**config.mk**
```make
export PLATFORM = sky130hd
export DESIGN_NAME = text_to_basic_line_packer
export DESIGN_NICKNAME = d
export VERILOG_FILES = /design/src/tblp_pkg.sv /design/src/tblp_decode.sv /design/src/text_to_basic_line_packer.sv
export VERILOG_INCLUDE_DIRS = /design/src /design/src/src
export SDC_FILE = /design/constraint.sdc
export NUM_CORES = 1
export LEC_CHECK = 0
export BUFFER_PORTS_ARGS = -buffer_cell sky130_fd_sc_hd__clkbuf_2
export CAP_MARGIN = 40
export CORE_ASPECT_RATIO = 1.75
export CORE_MARGIN = 2
export CORE_UTILIZATION = 55
export DETAILED_ROUTE_END_ITERATION = 6
export PLACE_DENSITY = 0.7
export RECOVER_POWER = 100
export SLEW_MARGIN = 20
export SYNTH_ARGS = -nofsm -noshare
export SYNTH_HDL_FRONTEND = slang
export SYNTH_SLANG_ARGS = --single-unit
```
**constraint.sdc**
```tcl
create_clock -name clk -period 5.1 [get_ports clk]
set_input_delay 0.255 -clock clk [delete_from_list [all_inputs] [get_ports clk]]
set_output_delay 0.255 -clock clk [all_outputs]
set_load 0.05 [all_outputs]
```
**src/assert_macros.svh**
```systemverilog
// Assertion macros shared by the line packer RTL.
// Depends on nothing; include with the bare file name.
`ifndef ASSERT_MACROS_SVH
`define ASSERT_MACROS_SVH

`ifndef NO_ASSERTIONS

// Condition that must hold at every clock edge outside reset.
`define TBLP_ASSERT_ALWAYS(lbl, clk, rst_n, cond, msg) \
  lbl: assert property (@(posedge clk) disable iff (!rst_n) (cond)) else $error(msg);

// Consequent that must hold in the cycle after the antecedent.
`define TBLP_ASSERT_NEXT(lbl, clk, rst_n, ante, cons, msg) \
  lbl: assert property (@(posedge clk) disable iff (!rst_n) (ante) |=> (cons)) else $error(msg);

`else

`define TBLP_ASSERT_ALWAYS(lbl, clk, rst_n, cond, msg)
`define TBLP_ASSERT_NEXT(lbl, clk, rst_n, ante, cons, msg)

`endif

`endif

```
**src/tblp_pkg.sv**
```systemverilog
// Types and constants of the BASIC text line packer.
// Depends on nothing; used by tblp_decode and text_to_basic_line_packer.
package tblp_pkg;

  // Input item: kind then raw text byte.
  typedef struct packed {
    logic       kind;
    logic [7:0] text_byte;
  } in_item_t;

  // Result item: one packed program byte and the end flag.
  typedef struct packed {
    logic [7:0] out_byte;
    logic       last;
  } out_item_t;

  localparam logic KIND_TEXT = 1'b0;
  localparam logic KIND_END  = 1'b1;

  localparam logic [7:0] CH_LF     = 8'h0A;
  localparam logic [7:0] CH_CR     = 8'h0D;
  localparam logic [7:0] CH_SPACE  = 8'h20;
  localparam logic [7:0] CH_ZERO   = 8'h30;
  localparam logic [7:0] CH_NINE   = 8'h39;
  localparam logic [7:0] END_MARK  = 8'h80;
  localparam logic [7:0] LINE_END  = 8'h00;
  localparam logic [7:0] TEXT_STOP = 8'h00;

  // Parsing phase, one-hot.
  typedef enum logic [3:0] {
    PH_SKIP   = 4'b0001,
    PH_DIGITS = 4'b0010,
    PH_BODY   = 4'b0100,
    PH_DONE   = 4'b1000
  } phase_t;

  // Up to three result items caused by one input item.
  typedef struct packed {
    logic [1:0]           cnt;
    out_item_t [2:0]      item;
  } tblp_res_t;

endpackage

```
**src/tblp_decode.sv**
```systemverilog
// Combinational decode of one input item against the parser state.
// Depends on tblp_pkg for item types, phase codes and character constants.
module tblp_decode (
  input  tblp_pkg::in_item_t  item,
  input  tblp_pkg::phase_t    phase,
  input  logic [15:0]         num,
  output tblp_pkg::phase_t    phase_nxt,
  output logic [15:0]         num_nxt,
  output tblp_pkg::tblp_res_t res
);

  logic [7:0]  b;
  logic        is_digit;
  logic        is_eol;
  logic [15:0] num_sel;
  logic [15:0] num_acc;

  assign b        = item.text_byte;
  assign is_digit = (b >= tblp_pkg::CH_ZERO) && (b <= tblp_pkg::CH_NINE);
  assign is_eol   = (b == tblp_pkg::CH_LF) || (b == tblp_pkg::CH_CR);
  // A line without digits carries number zero.
  assign num_sel  = (phase == tblp_pkg::PH_SKIP) ? 16'd0 : num;
  // num * 10 + digit, kept to 16 bits.
  assign num_acc  = {num[12:0], 3'b000} + {num[14:0], 1'b0} + {12'd0, b[3:0]};

  always_comb begin
    phase_nxt = phase;
    num_nxt   = num;
    res       = '0;
    if (item.kind == tblp_pkg::KIND_END || b == tblp_pkg::TEXT_STOP) begin
      // End of text: pending number bytes, then the end marker.
      if (phase != tblp_pkg::PH_DONE) begin
        if (phase == tblp_pkg::PH_DIGITS) begin
          res.cnt     = 2'd3;
          res.item[0] = '{out_byte: num[15:8], last: 1'b0};
          res.item[1] = '{out_byte: num[7:0], last: 1'b0};
          res.item[2] = '{out_byte: tblp_pkg::END_MARK, last: 1'b1};
        end else begin
          res.cnt     = 2'd1;
          res.item[0] = '{out_byte: tblp_pkg::END_MARK, last: 1'b1};
        end
      end
      num_nxt = 16'd0;
      if (item.kind == tblp_pkg::KIND_END) begin
        phase_nxt = tblp_pkg::PH_SKIP;
      end else begin
        phase_nxt = tblp_pkg::PH_DONE;
      end
    end else begin
      unique case (phase)
        tblp_pkg::PH_SKIP, tblp_pkg::PH_DIGITS: begin
          if (phase == tblp_pkg::PH_SKIP && b == tblp_pkg::CH_LF) begin
            // Blank line feed before a line is dropped.
          end else if (is_digit) begin
            num_nxt   = (phase == tblp_pkg::PH_SKIP) ? {12'd0, b[3:0]} : num_acc;
            phase_nxt = tblp_pkg::PH_DIGITS;
          end else begin
            // Number finished: emit it, then treat the byte after it.
            res.item[0] = '{out_byte: num_sel[15:8], last: 1'b0};
            res.item[1] = '{out_byte: num_sel[7:0], last: 1'b0};
            num_nxt     = 16'd0;
            if (b == tblp_pkg::CH_SPACE) begin
              res.cnt   = 2'd2;
              phase_nxt = tblp_pkg::PH_BODY;
            end else if (is_eol) begin
              res.cnt     = 2'd3;
              res.item[2] = '{out_byte: tblp_pkg::LINE_END, last: 1'b0};
              phase_nxt   = tblp_pkg::PH_SKIP;
            end else begin
              res.cnt     = 2'd3;
              res.item[2] = '{out_byte: b, last: 1'b0};
              phase_nxt   = tblp_pkg::PH_BODY;
            end
          end
        end
        tblp_pkg::PH_BODY: begin
          res.cnt = 2'd1;
          if (is_eol) begin
            res.item[0] = '{out_byte: tblp_pkg::LINE_END, last: 1'b0};
            phase_nxt   = tblp_pkg::PH_SKIP;
          end else begin
            res.item[0] = '{out_byte: b, last: 1'b0};
          end
        end
        tblp_pkg::PH_DONE: begin
          // Text bytes after a zero byte are ignored.
        end
        default: begin
          phase_nxt = tblp_pkg::PH_SKIP;
          num_nxt   = 16'd0;
        end
      endcase
    end
  end

endmodule

```
**src/text_to_basic_line_packer.sv**
```systemverilog
// Top level of the BASIC text line packer: state, result buffer, handshakes.
// Depends on tblp_pkg, tblp_decode and assert_macros.svh.
//
//  channel | ports                        | payload
//  --------+------------------------------+--------------------------
//  input   | in_valid, in_ready, in_data  | kind, text_byte
//  result  | out_valid, out_ready, out_data | out_byte, last
//
// An item is decoded in the cycle it is accepted; its up to three results
// land in a three-entry result buffer and, while out_ready is high, leave one
// per cycle from the next. A new item is accepted when the buffer is empty or
// drains its last entry in that cycle, so items with at most one result flow
// at that rate, and other items hold the input until one result is left.
// Synchronous active-low reset clears the phase, line number and buffer count.
`include "assert_macros.svh"

module text_to_basic_line_packer (
  input  logic                 clk,
  input  logic                 rst_n,
  input  logic                 in_valid,
  output logic                 in_ready,
  input  tblp_pkg::in_item_t   in_data,
  output logic                 out_valid,
  input  logic                 out_ready,
  output tblp_pkg::out_item_t  out_data
);

  tblp_pkg::phase_t          phase_r, phase_nxt, dec_phase;
  logic [15:0]               num_r, num_nxt, dec_num;
  tblp_pkg::tblp_res_t       dec_res;
  tblp_pkg::out_item_t [2:0] buf_r, buf_nxt;
  logic [1:0]                cnt_r, cnt_nxt;
  logic                      in_acc;
  logic                      out_acc;

  tblp_decode u_decode (
    .item      (in_data),
    .phase     (phase_r),
    .num       (num_r),
    .phase_nxt (dec_phase),
    .num_nxt   (dec_num),
    .res       (dec_res)
  );

  // Handshakes.
  assign out_valid = (cnt_r != 2'd0);
  assign out_data  = buf_r[0];
  assign out_acc   = out_valid && out_ready;
  assign in_ready  = (cnt_r == 2'd0) || (cnt_r == 2'd1 && out_ready);
  assign in_acc    = in_valid && in_ready;

  // Parser state advances on each accepted item.
  always_comb begin
    phase_nxt = phase_r;
    num_nxt   = num_r;
    if (in_acc) begin
      phase_nxt = dec_phase;
      num_nxt   = dec_num;
    end
  end

  // Result buffer: load on accept, otherwise shift out on each taken item.
  always_comb begin
    buf_nxt = buf_r;
    cnt_nxt = cnt_r;
    if (in_acc) begin
      buf_nxt = dec_res.item;
      cnt_nxt = dec_res.cnt;
    end else if (out_acc) begin
      buf_nxt[0] = buf_r[1];
      buf_nxt[1] = buf_r[2];
      cnt_nxt    = cnt_r - 2'd1;
    end
  end

  always_ff @(posedge clk) begin
    if (!rst_n) begin
      phase_r <= tblp_pkg::PH_SKIP;
      num_r   <= 16'd0;
      cnt_r   <= 2'd0;
    end else begin
      phase_r <= phase_nxt;
      num_r   <= num_nxt;
      cnt_r   <= cnt_nxt;
    end
  end

  always_ff @(posedge clk) begin
    buf_r <= buf_nxt;
  end

  // The end marker is always the final entry of the buffer.
  `TBLP_ASSERT_ALWAYS(a_last_at_tail, clk, rst_n, !(out_valid && out_data.last) || cnt_r == 2'd1, "end marker is not the last buffered item")
  // An end item always rearms the parser.
  `TBLP_ASSERT_NEXT(a_end_rearms, clk, rst_n, in_acc && in_data.kind == tblp_pkg::KIND_END, phase_r == tblp_pkg::PH_SKIP && num_r == 16'd0, "end item did not rearm the parser")
  // A line number is only held while digits are collected.
  `TBLP_ASSERT_ALWAYS(a_num_in_digits, clk, rst_n, phase_r == tblp_pkg::PH_DIGITS || num_r == 16'd0, "line number held outside digit phase")

endmodule

```
==> metrics, run 1 <==
outcome completed; post-synthesis simple-gate area fraction 21.4%; RR Startpoint phase_r[3]; core area 5830 um2; sw frac 33.8%; worst min path class in -> reg; Reg2Reg Setup Slack 1780 ps; sequential cell area fraction in the yosys report 38.2%; number of flops mapped to enable cells by yosys 27; Crit path buffers/inverters 0; pre-CTS setup slack 2260 ps; post-route setup TNS 0 ps; first-pass GRT wire length 12800 um; commonest cells after routing, fill and taps aside nand2_1, ha_1, edfxtp_1, dfxtp_1; slew of the pin with the lowest slew margin 1490 ps; number of H-tree levels 2; Slew headroom 0.363%; clock share of power 27.2%; clk sink count 49; Fin. Hold Viols 0; CTS Buffer Depth 2; VDD IR max 0.157 mV; Distinct cells, synth 63; syn avg cell area 9.34 um2; Min-Delay Startpoint in_data[0]; total CTS buffers 5; final setup vio count 0; vias in the first global route 2704; internal power 0.690 mW; Min Clock Period, post-route 3320 ps; Hold Slack 280 ps; nets@finish 404; P_leak 1.37 nW; IO Pins 24; Synth-to-Final Area Change 5.80%; mux cell area share after synthesis 1.95%; Flop pwr share 47.8%; worst skew pair latency 310 ps; Worst path max stage delay 1120 ps; post-synthesis compound-gate area fraction 19.2%; Setup WS post-layout 1780 ps; Reg clk slew, reported paths 90 ps; Critical Path Source Type flop; final WL 7690 um; ys async rst share 0%; Die X 62.4 um; Hold EP num_r[0]; final instance area 3470 um2; post-synthesis adder-cell area fraction 11.9%; Starting Density 56.2%; flops & latches, synth 49; ANT cells 0; RSZ-0062 raised after global routing false; CTS resizes 0; XOR/XNOR Fraction of Synth Area 1.60%; grt ovf 0; commonest non-fill, non-tap cell in the layout nand2_1; Port Buf Inserts 23; antenna-violating nets left 0; CP max stage cell nor4b_1; combinational fraction of design power 25.0%; Final GP Congestion 0.900; Post-DP Area 3390 um2; all-layer global routing usage 24.6%; CP arrival 3530 ps; largest fanout on the critical path 22; # DRC 0; Final Skew 7.62 ps; vias 2736; clock root buffer clkbuf_8; Mapped Area 3280 um2; R2R depth 6; initial antenna violation count 0; CTS Hold Buffers Added 0; f_max 301 MHz; Crit Path Category reg -> reg; WL/cell 17.5 um; net count after synthesis 394; switching power 0.353 mW; Post-DP HPWL 5910 um; Die Span Y 106 um; 1st-pass router iterations 4; CTS tree built; Post-Synthesis Cells 351; largest net degree at the start of global routing 39; Yosys warning total 0; die area 6620 um2; Critical R2R Capture phase_r[2]; Largest delay share family, worst path simple AND/OR/NAND/NOR gates; share of cells above drive strength 1 10.5%; 1st-iter DRT viols 165; CP required 5310 ps; worst hold path depth 3; crit end category flop; PD cells 301 nW/um2; ys flop type edfxtp_1; Post-CTS Setup Repair Bufs 0; main combinational cell family by area after synthesis simple AND/OR/NAND/NOR gates; Final Max Tran Viols 0; critical-path cell list nor4b_1 > nand4_1 > o211ai_1 > a21o_1 > nor3_1 > a31o_2; routed vias/inst 6.22; Final Cycle Share 65.2%; FP Rows 37; max-cap violation count 0
[metal layers]
metal	vias to the layer above	wire length (um)	track usage, %
met5	-	0	0
met4	0	265	14.4
met3	25	290	3.60
met2	82	4150	46.0
met1	1316	2990	25.8
li1	1313	-	-
[synthesized netlist by cell type (all sizes together) (4+ instances only)]
master | instances | area share [%]
o21a | 5 | 1.1
clkbuf | 8 | 0.92
a21oi | 21 | 3.3
nor3 | 12 | 2.0
a22o | 8 | 2.1
buf | 13 | 2.8
nand3 | 20 | 3.2
and2 | 5 | 0.95
o211ai | 6 | 1.5
dfxtp | 22 | 13
o21ai | 18 | 2.7
edfxtp | 27 | 25
ha | 28 | 11
a21o | 4 | 0.92
nand2 | 41 | 4.7
nor2b | 4 | 0.76
or4 | 6 | 1.5
inv | 18 | 2.1
nor2 | 18 | 2.1
a22oi | 7 | 1.6
xnor2 | 5 | 1.3
nor4 | 4 | 1.7
[cell type report]
type | instances | area [um2]
clock buffers | 5 | 68.8
clock inverters | 3 | 46.3
fillers | 541 | 2360
inverters | 18 | 67.6
multi-input cells | 263 | 1830
flip-flops and latches | 49 | 1250
well taps | 78 | 97.6
repair buffers | 24 | 105
[how the worst max path moves through the flow]
| stage | endpoint | from | depth (start not counted) |
|---|---|---|---|
| 2_1_floorplan | buf_r[18] | cnt_r[0] | 8 |
| 3_3_place_gp | num_r[15] | in_data[3] | 11 |
| 3_5_place_dp | num_r[10] | in_data[3] | 11 |
| 4_1_cts | phase_r[2] | phase_r[3] | 6 |
| 5_1_grt | phase_r[2] | phase_r[0] | 6 |
| 6_report | phase_r[2] | phase_r[3] | 6 |
[sequential cells by signal, indices dropped and copies added (netlist names)]
register and flops:
buf_r 18, cnt_r 2, num_r 16, out_data 9
phase_r 4
[cells by family (layout without fill, tap and decap cells)]
group                      after synthesis  count (layout)
muxes                                    6               6
DFF                                     49              49
buffers and inverters                   39              50
and+or+nand+nor                        129             129
AOI/OAI and AO/OA                       92              92
xor gates and xnor gates                 6               6
adders and majority gates               30              30
[per-stage QoR]
step           power [mW]  cells  util, %
6_report             1.04    440     59.5
2_1_floorplan       0.733    351        -
3_5_place_dp        0.777    432     58.1
4_1_cts              1.05    440     60.0
5_1_grt              1.09    440     59.5
3_3_place_gp        0.769    432     57.9
[power groups by stage]
| stage | clock network, mW | registers [mW] | logic (mW) |
|---|---|---|---|
| 2_1_floorplan | 0 | 0.503 | 0.231 |
| 3_3_place_gp | 0 | 0.506 | 0.263 |
| 3_5_place_dp | 0 | 0.509 | 0.269 |
| 4_1_cts | 0.286 | 0.499 | 0.269 |
| 5_1_grt | 0.303 | 0.503 | 0.280 |
| 6_report | 0.283 | 0.499 | 0.261 |
[worst register-to-register path: cells and delay by family (launching register included)]
family / cells / cell delay [ps]
AO/OA/AOI/OAI: 3 / 1270
flip-flops: 1 / 350
AND/OR/NAND/NOR: 3 / 1610
Power figures use the tool's default switching activity.
==> inputs of run 2 (changes only) <==
- clock period: 5.1 -> 3.28 ns (I/O delays scaled with it)
==> metrics, run 2 (synthesis results as in run 1) <==
Synth-to-Final Area Change 5.30%; # placed instances 435 (+0.69%); Critical R2R Capture out_data[2]; Die X 62.4 um (unchanged); Reg clk slew, reported paths 100 ps (about the same); largest fanout on the critical path 6 (-73%); R2R depth 5 (-1); CP required 3430 ps (-1880 ps); Post-CTS Setup Repair Bufs 0 (unchanged); # DRC 0 (unchanged); max-cap violation count 0 (unchanged); core area 5830 um2 (unchanged); Final Skew 7.01 ps (-0.611 ps); Slew headroom 37.3% (+37 points); Post-DP HPWL 6020 um (+1.8%); CP arrival 2930 ps (-600 ps); CTS Hold Buffers Added 0 (unchanged); Port Buf Inserts 23 (unchanged); worst hold path depth 3 (unchanged); all-layer global routing usage 24.7% (+0.12 points); Reg2Reg Setup Slack 500 ps (-1280 ps); vias 2713 (-0.84%); Fillers 545 (+0.74%); RR Startpoint phase_r[3]; post-route setup TNS 0 ps (unchanged); grt ovf 0 (unchanged); Final GP Congestion 0.872 (-3.2%); share of cells above drive strength 1 10.4% (-0.086 points); first-pass GRT wire length 12800 um (-0.54%); clk sink count 49 (unchanged); Die Span Y 106 um (unchanged); IO Pins 24 (unchanged); commonest non-fill, non-tap cell in the layout nand2_1; Reg with most FFs buf_r; WL/cell 17.4 um (-0.38%); outcome completed; clock root buffer clkbuf_8; initial antenna violation count 0 (unchanged); Final Cycle Share 84.7% (+20 points); FP Rows 37 (unchanged); 1st-pass router iterations 4 (unchanged); worst min path class in -> reg; Multi-input gate area 1820 um2 (-0.75%); Final Max Tran Viols 0 (unchanged); worst skew pair latency 310 ps (about the same); Tot Pwr 1.55 mW (+49%); PD cells 449 nW/um2 (+49%); nets@finish 407 (+0.74%); P_leak 1.37 nW (+0.14%); CTS resizes 0 (unchanged); Final Non-Filler Cells 443 (+0.68%); Hold EP num_r[0]; RSZ-0062 raised after global routing false; total CTS buffers 5 (unchanged); commonest cells after routing, fill and taps aside nand2_1, ha_1, edfxtp_1, dfxtp_1; number of H-tree levels 2 (unchanged); Fin. Hold Viols 0 (unchanged); f_max 360 MHz (+20%); register area 1250 um2 (unchanged); CTS Buffer Depth 2 (unchanged); Layout Utilization 59.2% (-0.28 points); crit end category flop; ANT cells 0 (unchanged); final WL 7710 um (+0.30%); antenna-violating nets left 0 (unchanged); VDD IR max 0.165 mV (+5.2%); routed vias/inst 6.12 (-1.5%); largest net degree at the start of global routing 38 (-2.6%); slew of the pin with the lowest slew margin 933 ps (-561 ps); vias in the first global route 2589 (-4.3%); Critical Path Source Type flop; CTS tree built; Min-Delay Startpoint in_data[0]; Crit Path Category reg -> reg; Min Clock Period, post-route 2780 ps (-544 ps); die area 6620 um2 (unchanged); Starting Density 56.2% (unchanged); final setup vio count 0 (unchanged); 1st-iter DRT viols 143 (-13%); max reg flops 18 (unchanged)
[run 2: per-stage QoR]
step / worst slack (ps) / cell area (um2) / hold WS, ps
2_1_floorplan: 668 / 3280 / 316
3_3_place_gp: 601 / 3400 / 489
3_5_place_dp: 522 / 3400 / 493
4_1_cts: 576 / 3490 / 178
5_1_grt: 291 / 3450 / 197
6_report: 501 / 3450 / 178
[run 2: worst max-delay path, stage by stage, from the launching register on]
cell	delay, ps
dfxtp_1	360
or4b_2	690
nor2_1	370
a21boi_0	760
a22oi_1	210
o21ai_0	240
[run 2: report_power, final]
group          switching (mW)  internal, mW
clock                   0.215         0.152
combinational           0.310        0.0990
sequential             0.0255         0.751
[run 2: how the worst max path moves through the flow]
stage                     cells past startpoint  slack, ps           to  startpoint
after CTS                                    10        580    num_r[10]    num_r[0]
final                                         5        500  out_data[2]  phase_r[3]
after detailed placement                     11        520    num_r[10]  in_data[3]
after global placement                       11        600    num_r[10]  in_data[3]
after global routing                          9        290    num_r[10]    num_r[2]
after floorplan                               8        670    buf_r[18]    cnt_r[0]
[run 2: cell type report]
type                       count  area share, %
tap                           78           2.83
clock inverter                 3          0.616
inverter                      18           1.96
clock buffer                   5           1.99
sequential                    49           36.2
multi-input combinational    263           52.7
timing repair buffer          27           3.70
[run 2: layer usage]
layer,up-vias,GRT usage [%],share of wire [%]
li1,1329,-,-
met1,1270,27.5,39
met2,88,45.0,52
met3,26,3.39,4.1
met4,0,13.7,4.5
met5,-,0,0
==> inputs of run 3 (changes only) <==
- clock period: 3.28 -> 2.85 ns (I/O delays scaled with it)
==> metrics, run 3 (synthesis results as in run 1) <==
outcome completed; Die X 62.4 um (unchanged); FP Rows 37 (unchanged); Multi-input gate area 1830 um2 (+0.62%); number of H-tree levels 2 (unchanged); # DRC 0 (unchanged); max-cap violation count 0 (unchanged); Final GP Congestion 0.901 (+3.3%); Min Clock Period, post-route 2690 ps (-87.9 ps); commonest cells after routing, fill and taps aside nand2_1, ha_1, edfxtp_1, dfxtp_1, a21oi_1; all-layer global routing usage 24.3% (-0.42 points); Worst path max stage delay 690 ps (-70 ps); final WL 7610 um (-1.3%); largest fanout on the critical path 6 (unchanged); Fillers 554 (+1.7%); Critical Path Source Type flop; Crit path buffers/inverters 0 (unchanged); RSZ-0062 raised after global routing false; share of cells above drive strength 1 11.7% (+1.3 points); # placed instances 437 (+0.46%); critical-path cell list or4b_2 > nor2_1 > a21boi_0 > a22oi_1 > o21ai_0; Post-DP HPWL 5920 um (-1.6%); Final Max Tran Viols 0 (unchanged); R2R depth 5 (unchanged); VDD IR max 0.276 mV (+67%); 1st-iter DRT viols 190 (+33%); crit end category flop; initial antenna violation count 0 (unchanged); WL/cell 17.1 um (-1.8%); Final Cycle Share 94.4% (+9.7 points); grt ovf 0 (unchanged); Reg with most FFs buf_r; nets@finish 409 (+0.49%); worst min path class in -> reg; Final Non-Filler Cells 445 (+0.45%); total CTS buffers 5 (unchanged); Fin. Hold Viols 0 (unchanged); Synth-to-Final Area Change 6.22%; worst skew pair latency 320 ps (about the same); Final Skew 10.7 ps (+3.74 ps); first-pass GRT wire length 12600 um (-1.3%); CTS Buffer Depth 2 (unchanged); CTS Hold Buffers Added 0 (unchanged); CP arrival 2850 ps (-80 ps); ANT cells 0 (unchanged); 1st-pass router iterations 5 (+1); slew of the pin with the lowest slew margin 812 ps (-121 ps); Die Span Y 106 um (unchanged); Starting Density 56.2% (unchanged); CTS tree built; commonest non-fill, non-tap cell in the layout nand2_1; clock root buffer clkbuf_8; f_max 372 MHz (+3.3%); Crit Path Category reg -> reg; final setup vio count 0 (unchanged); largest net degree at the start of global routing 38 (unchanged); vias 2675 (-1.4%); Hold Slack 163 ps (-14.2 ps); CP required 3010 ps (-420 ps); vias in the first global route 2605 (+0.62%); clk sink count 49 (unchanged); max reg flops 18 (unchanged); routed vias/inst 6.01 (-1.8%); worst hold path depth 3 (unchanged); Reg clk slew, reported paths 100 ps (about the same); Largest delay share family, worst path compound AO/OA/AOI/OAI gates; die area 6620 um2 (unchanged); Port Buf Inserts 23 (unchanged); post-route setup TNS 0 ps (unchanged); P_leak 1.38 nW (+0.52%); antenna-violating nets left 0 (unchanged); IO Pins 24 (unchanged); Worst path depth 5 (unchanged); PD cells 518 nW/um2 (+15%); register area 1250 um2 (unchanged); Slew headroom 45.9% (+8.6 points); CP max stage cell or4b_2; core area 5830 um2 (unchanged)
## run 3: changes by cell type in the layout (fill, tap and decap cells not counted), sizes merged
cell / before / now
clkbuf: 29 / 30
buf: 3 / 4
clkinvlp: 1 / 2
clkinv: 1 / 0
## run 3: power breakdown
| group | internal [mW] | switching (mW) |
|---|---|---|
| Combinational | 0.117 | 0.359 |
| Clock | 0.179 | 0.258 |
| Sequential | 0.864 | 0.0283 |
## run 3: cell type report
| cell class | instances | area share, % |
|---|---|---|
| Sequential cell | 49 | 35.9 |
| Tap cell | 78 | 2.80 |
| Clock buffer | 5 | 1.98 |
| Multi-Input combinational cell | 263 | 52.6 |
| Timing Repair Buffer | 29 | 4.06 |
| Clock inverter | 3 | 0.754 |
| Inverter | 18 | 1.94 |
## run 3: worst min-delay path, cell delays in order
cell,delay [ps]
clkbuf_2,150
nand3_1,90
a21oi_1,60
## run 3: path summary, 6_finish.rpt
kind	start	endpoint	slack, ps
setup / recovery	phase_r[3]	out_data[2]	160
hold / removal	in_data[0]	num_r[0]	160
setup reg to reg	phase_r[3]	out_data[2]	160
hold reg to reg	num_r[2]	num_r[2]	500
## run 3: per-stage QoR
stage          setup slack (ps)  total power, mW  util (%)  cell area (um2)
3_5_place_dp                163             1.40      58.5             3410
4_1_cts                     149             1.83      60.2             3510
2_1_floorplan               238             1.31         -             3280
3_3_place_gp                263             1.39      58.4             3410
6_report                    159             1.80      59.7             3480
5_1_grt                    7.64             1.89      59.7             3480
## run 3: per-layer routing
layer | track usage, % | wire, um | vias up
li1 | - | - | 1333
met1 | 26.8 | 3020 | 1255
met2 | 45.0 | 4090 | 69
met3 | 2.86 | 239 | 18
met4 | 12.9 | 260 | 0
met5 | 0 | 0 | -
## run 3: what timing repair did
item / in CTS / in global routing
gates resized for setup: 0 / 1
setup endpoints to repair: 0 / 1
setup buffers: 0 / 0
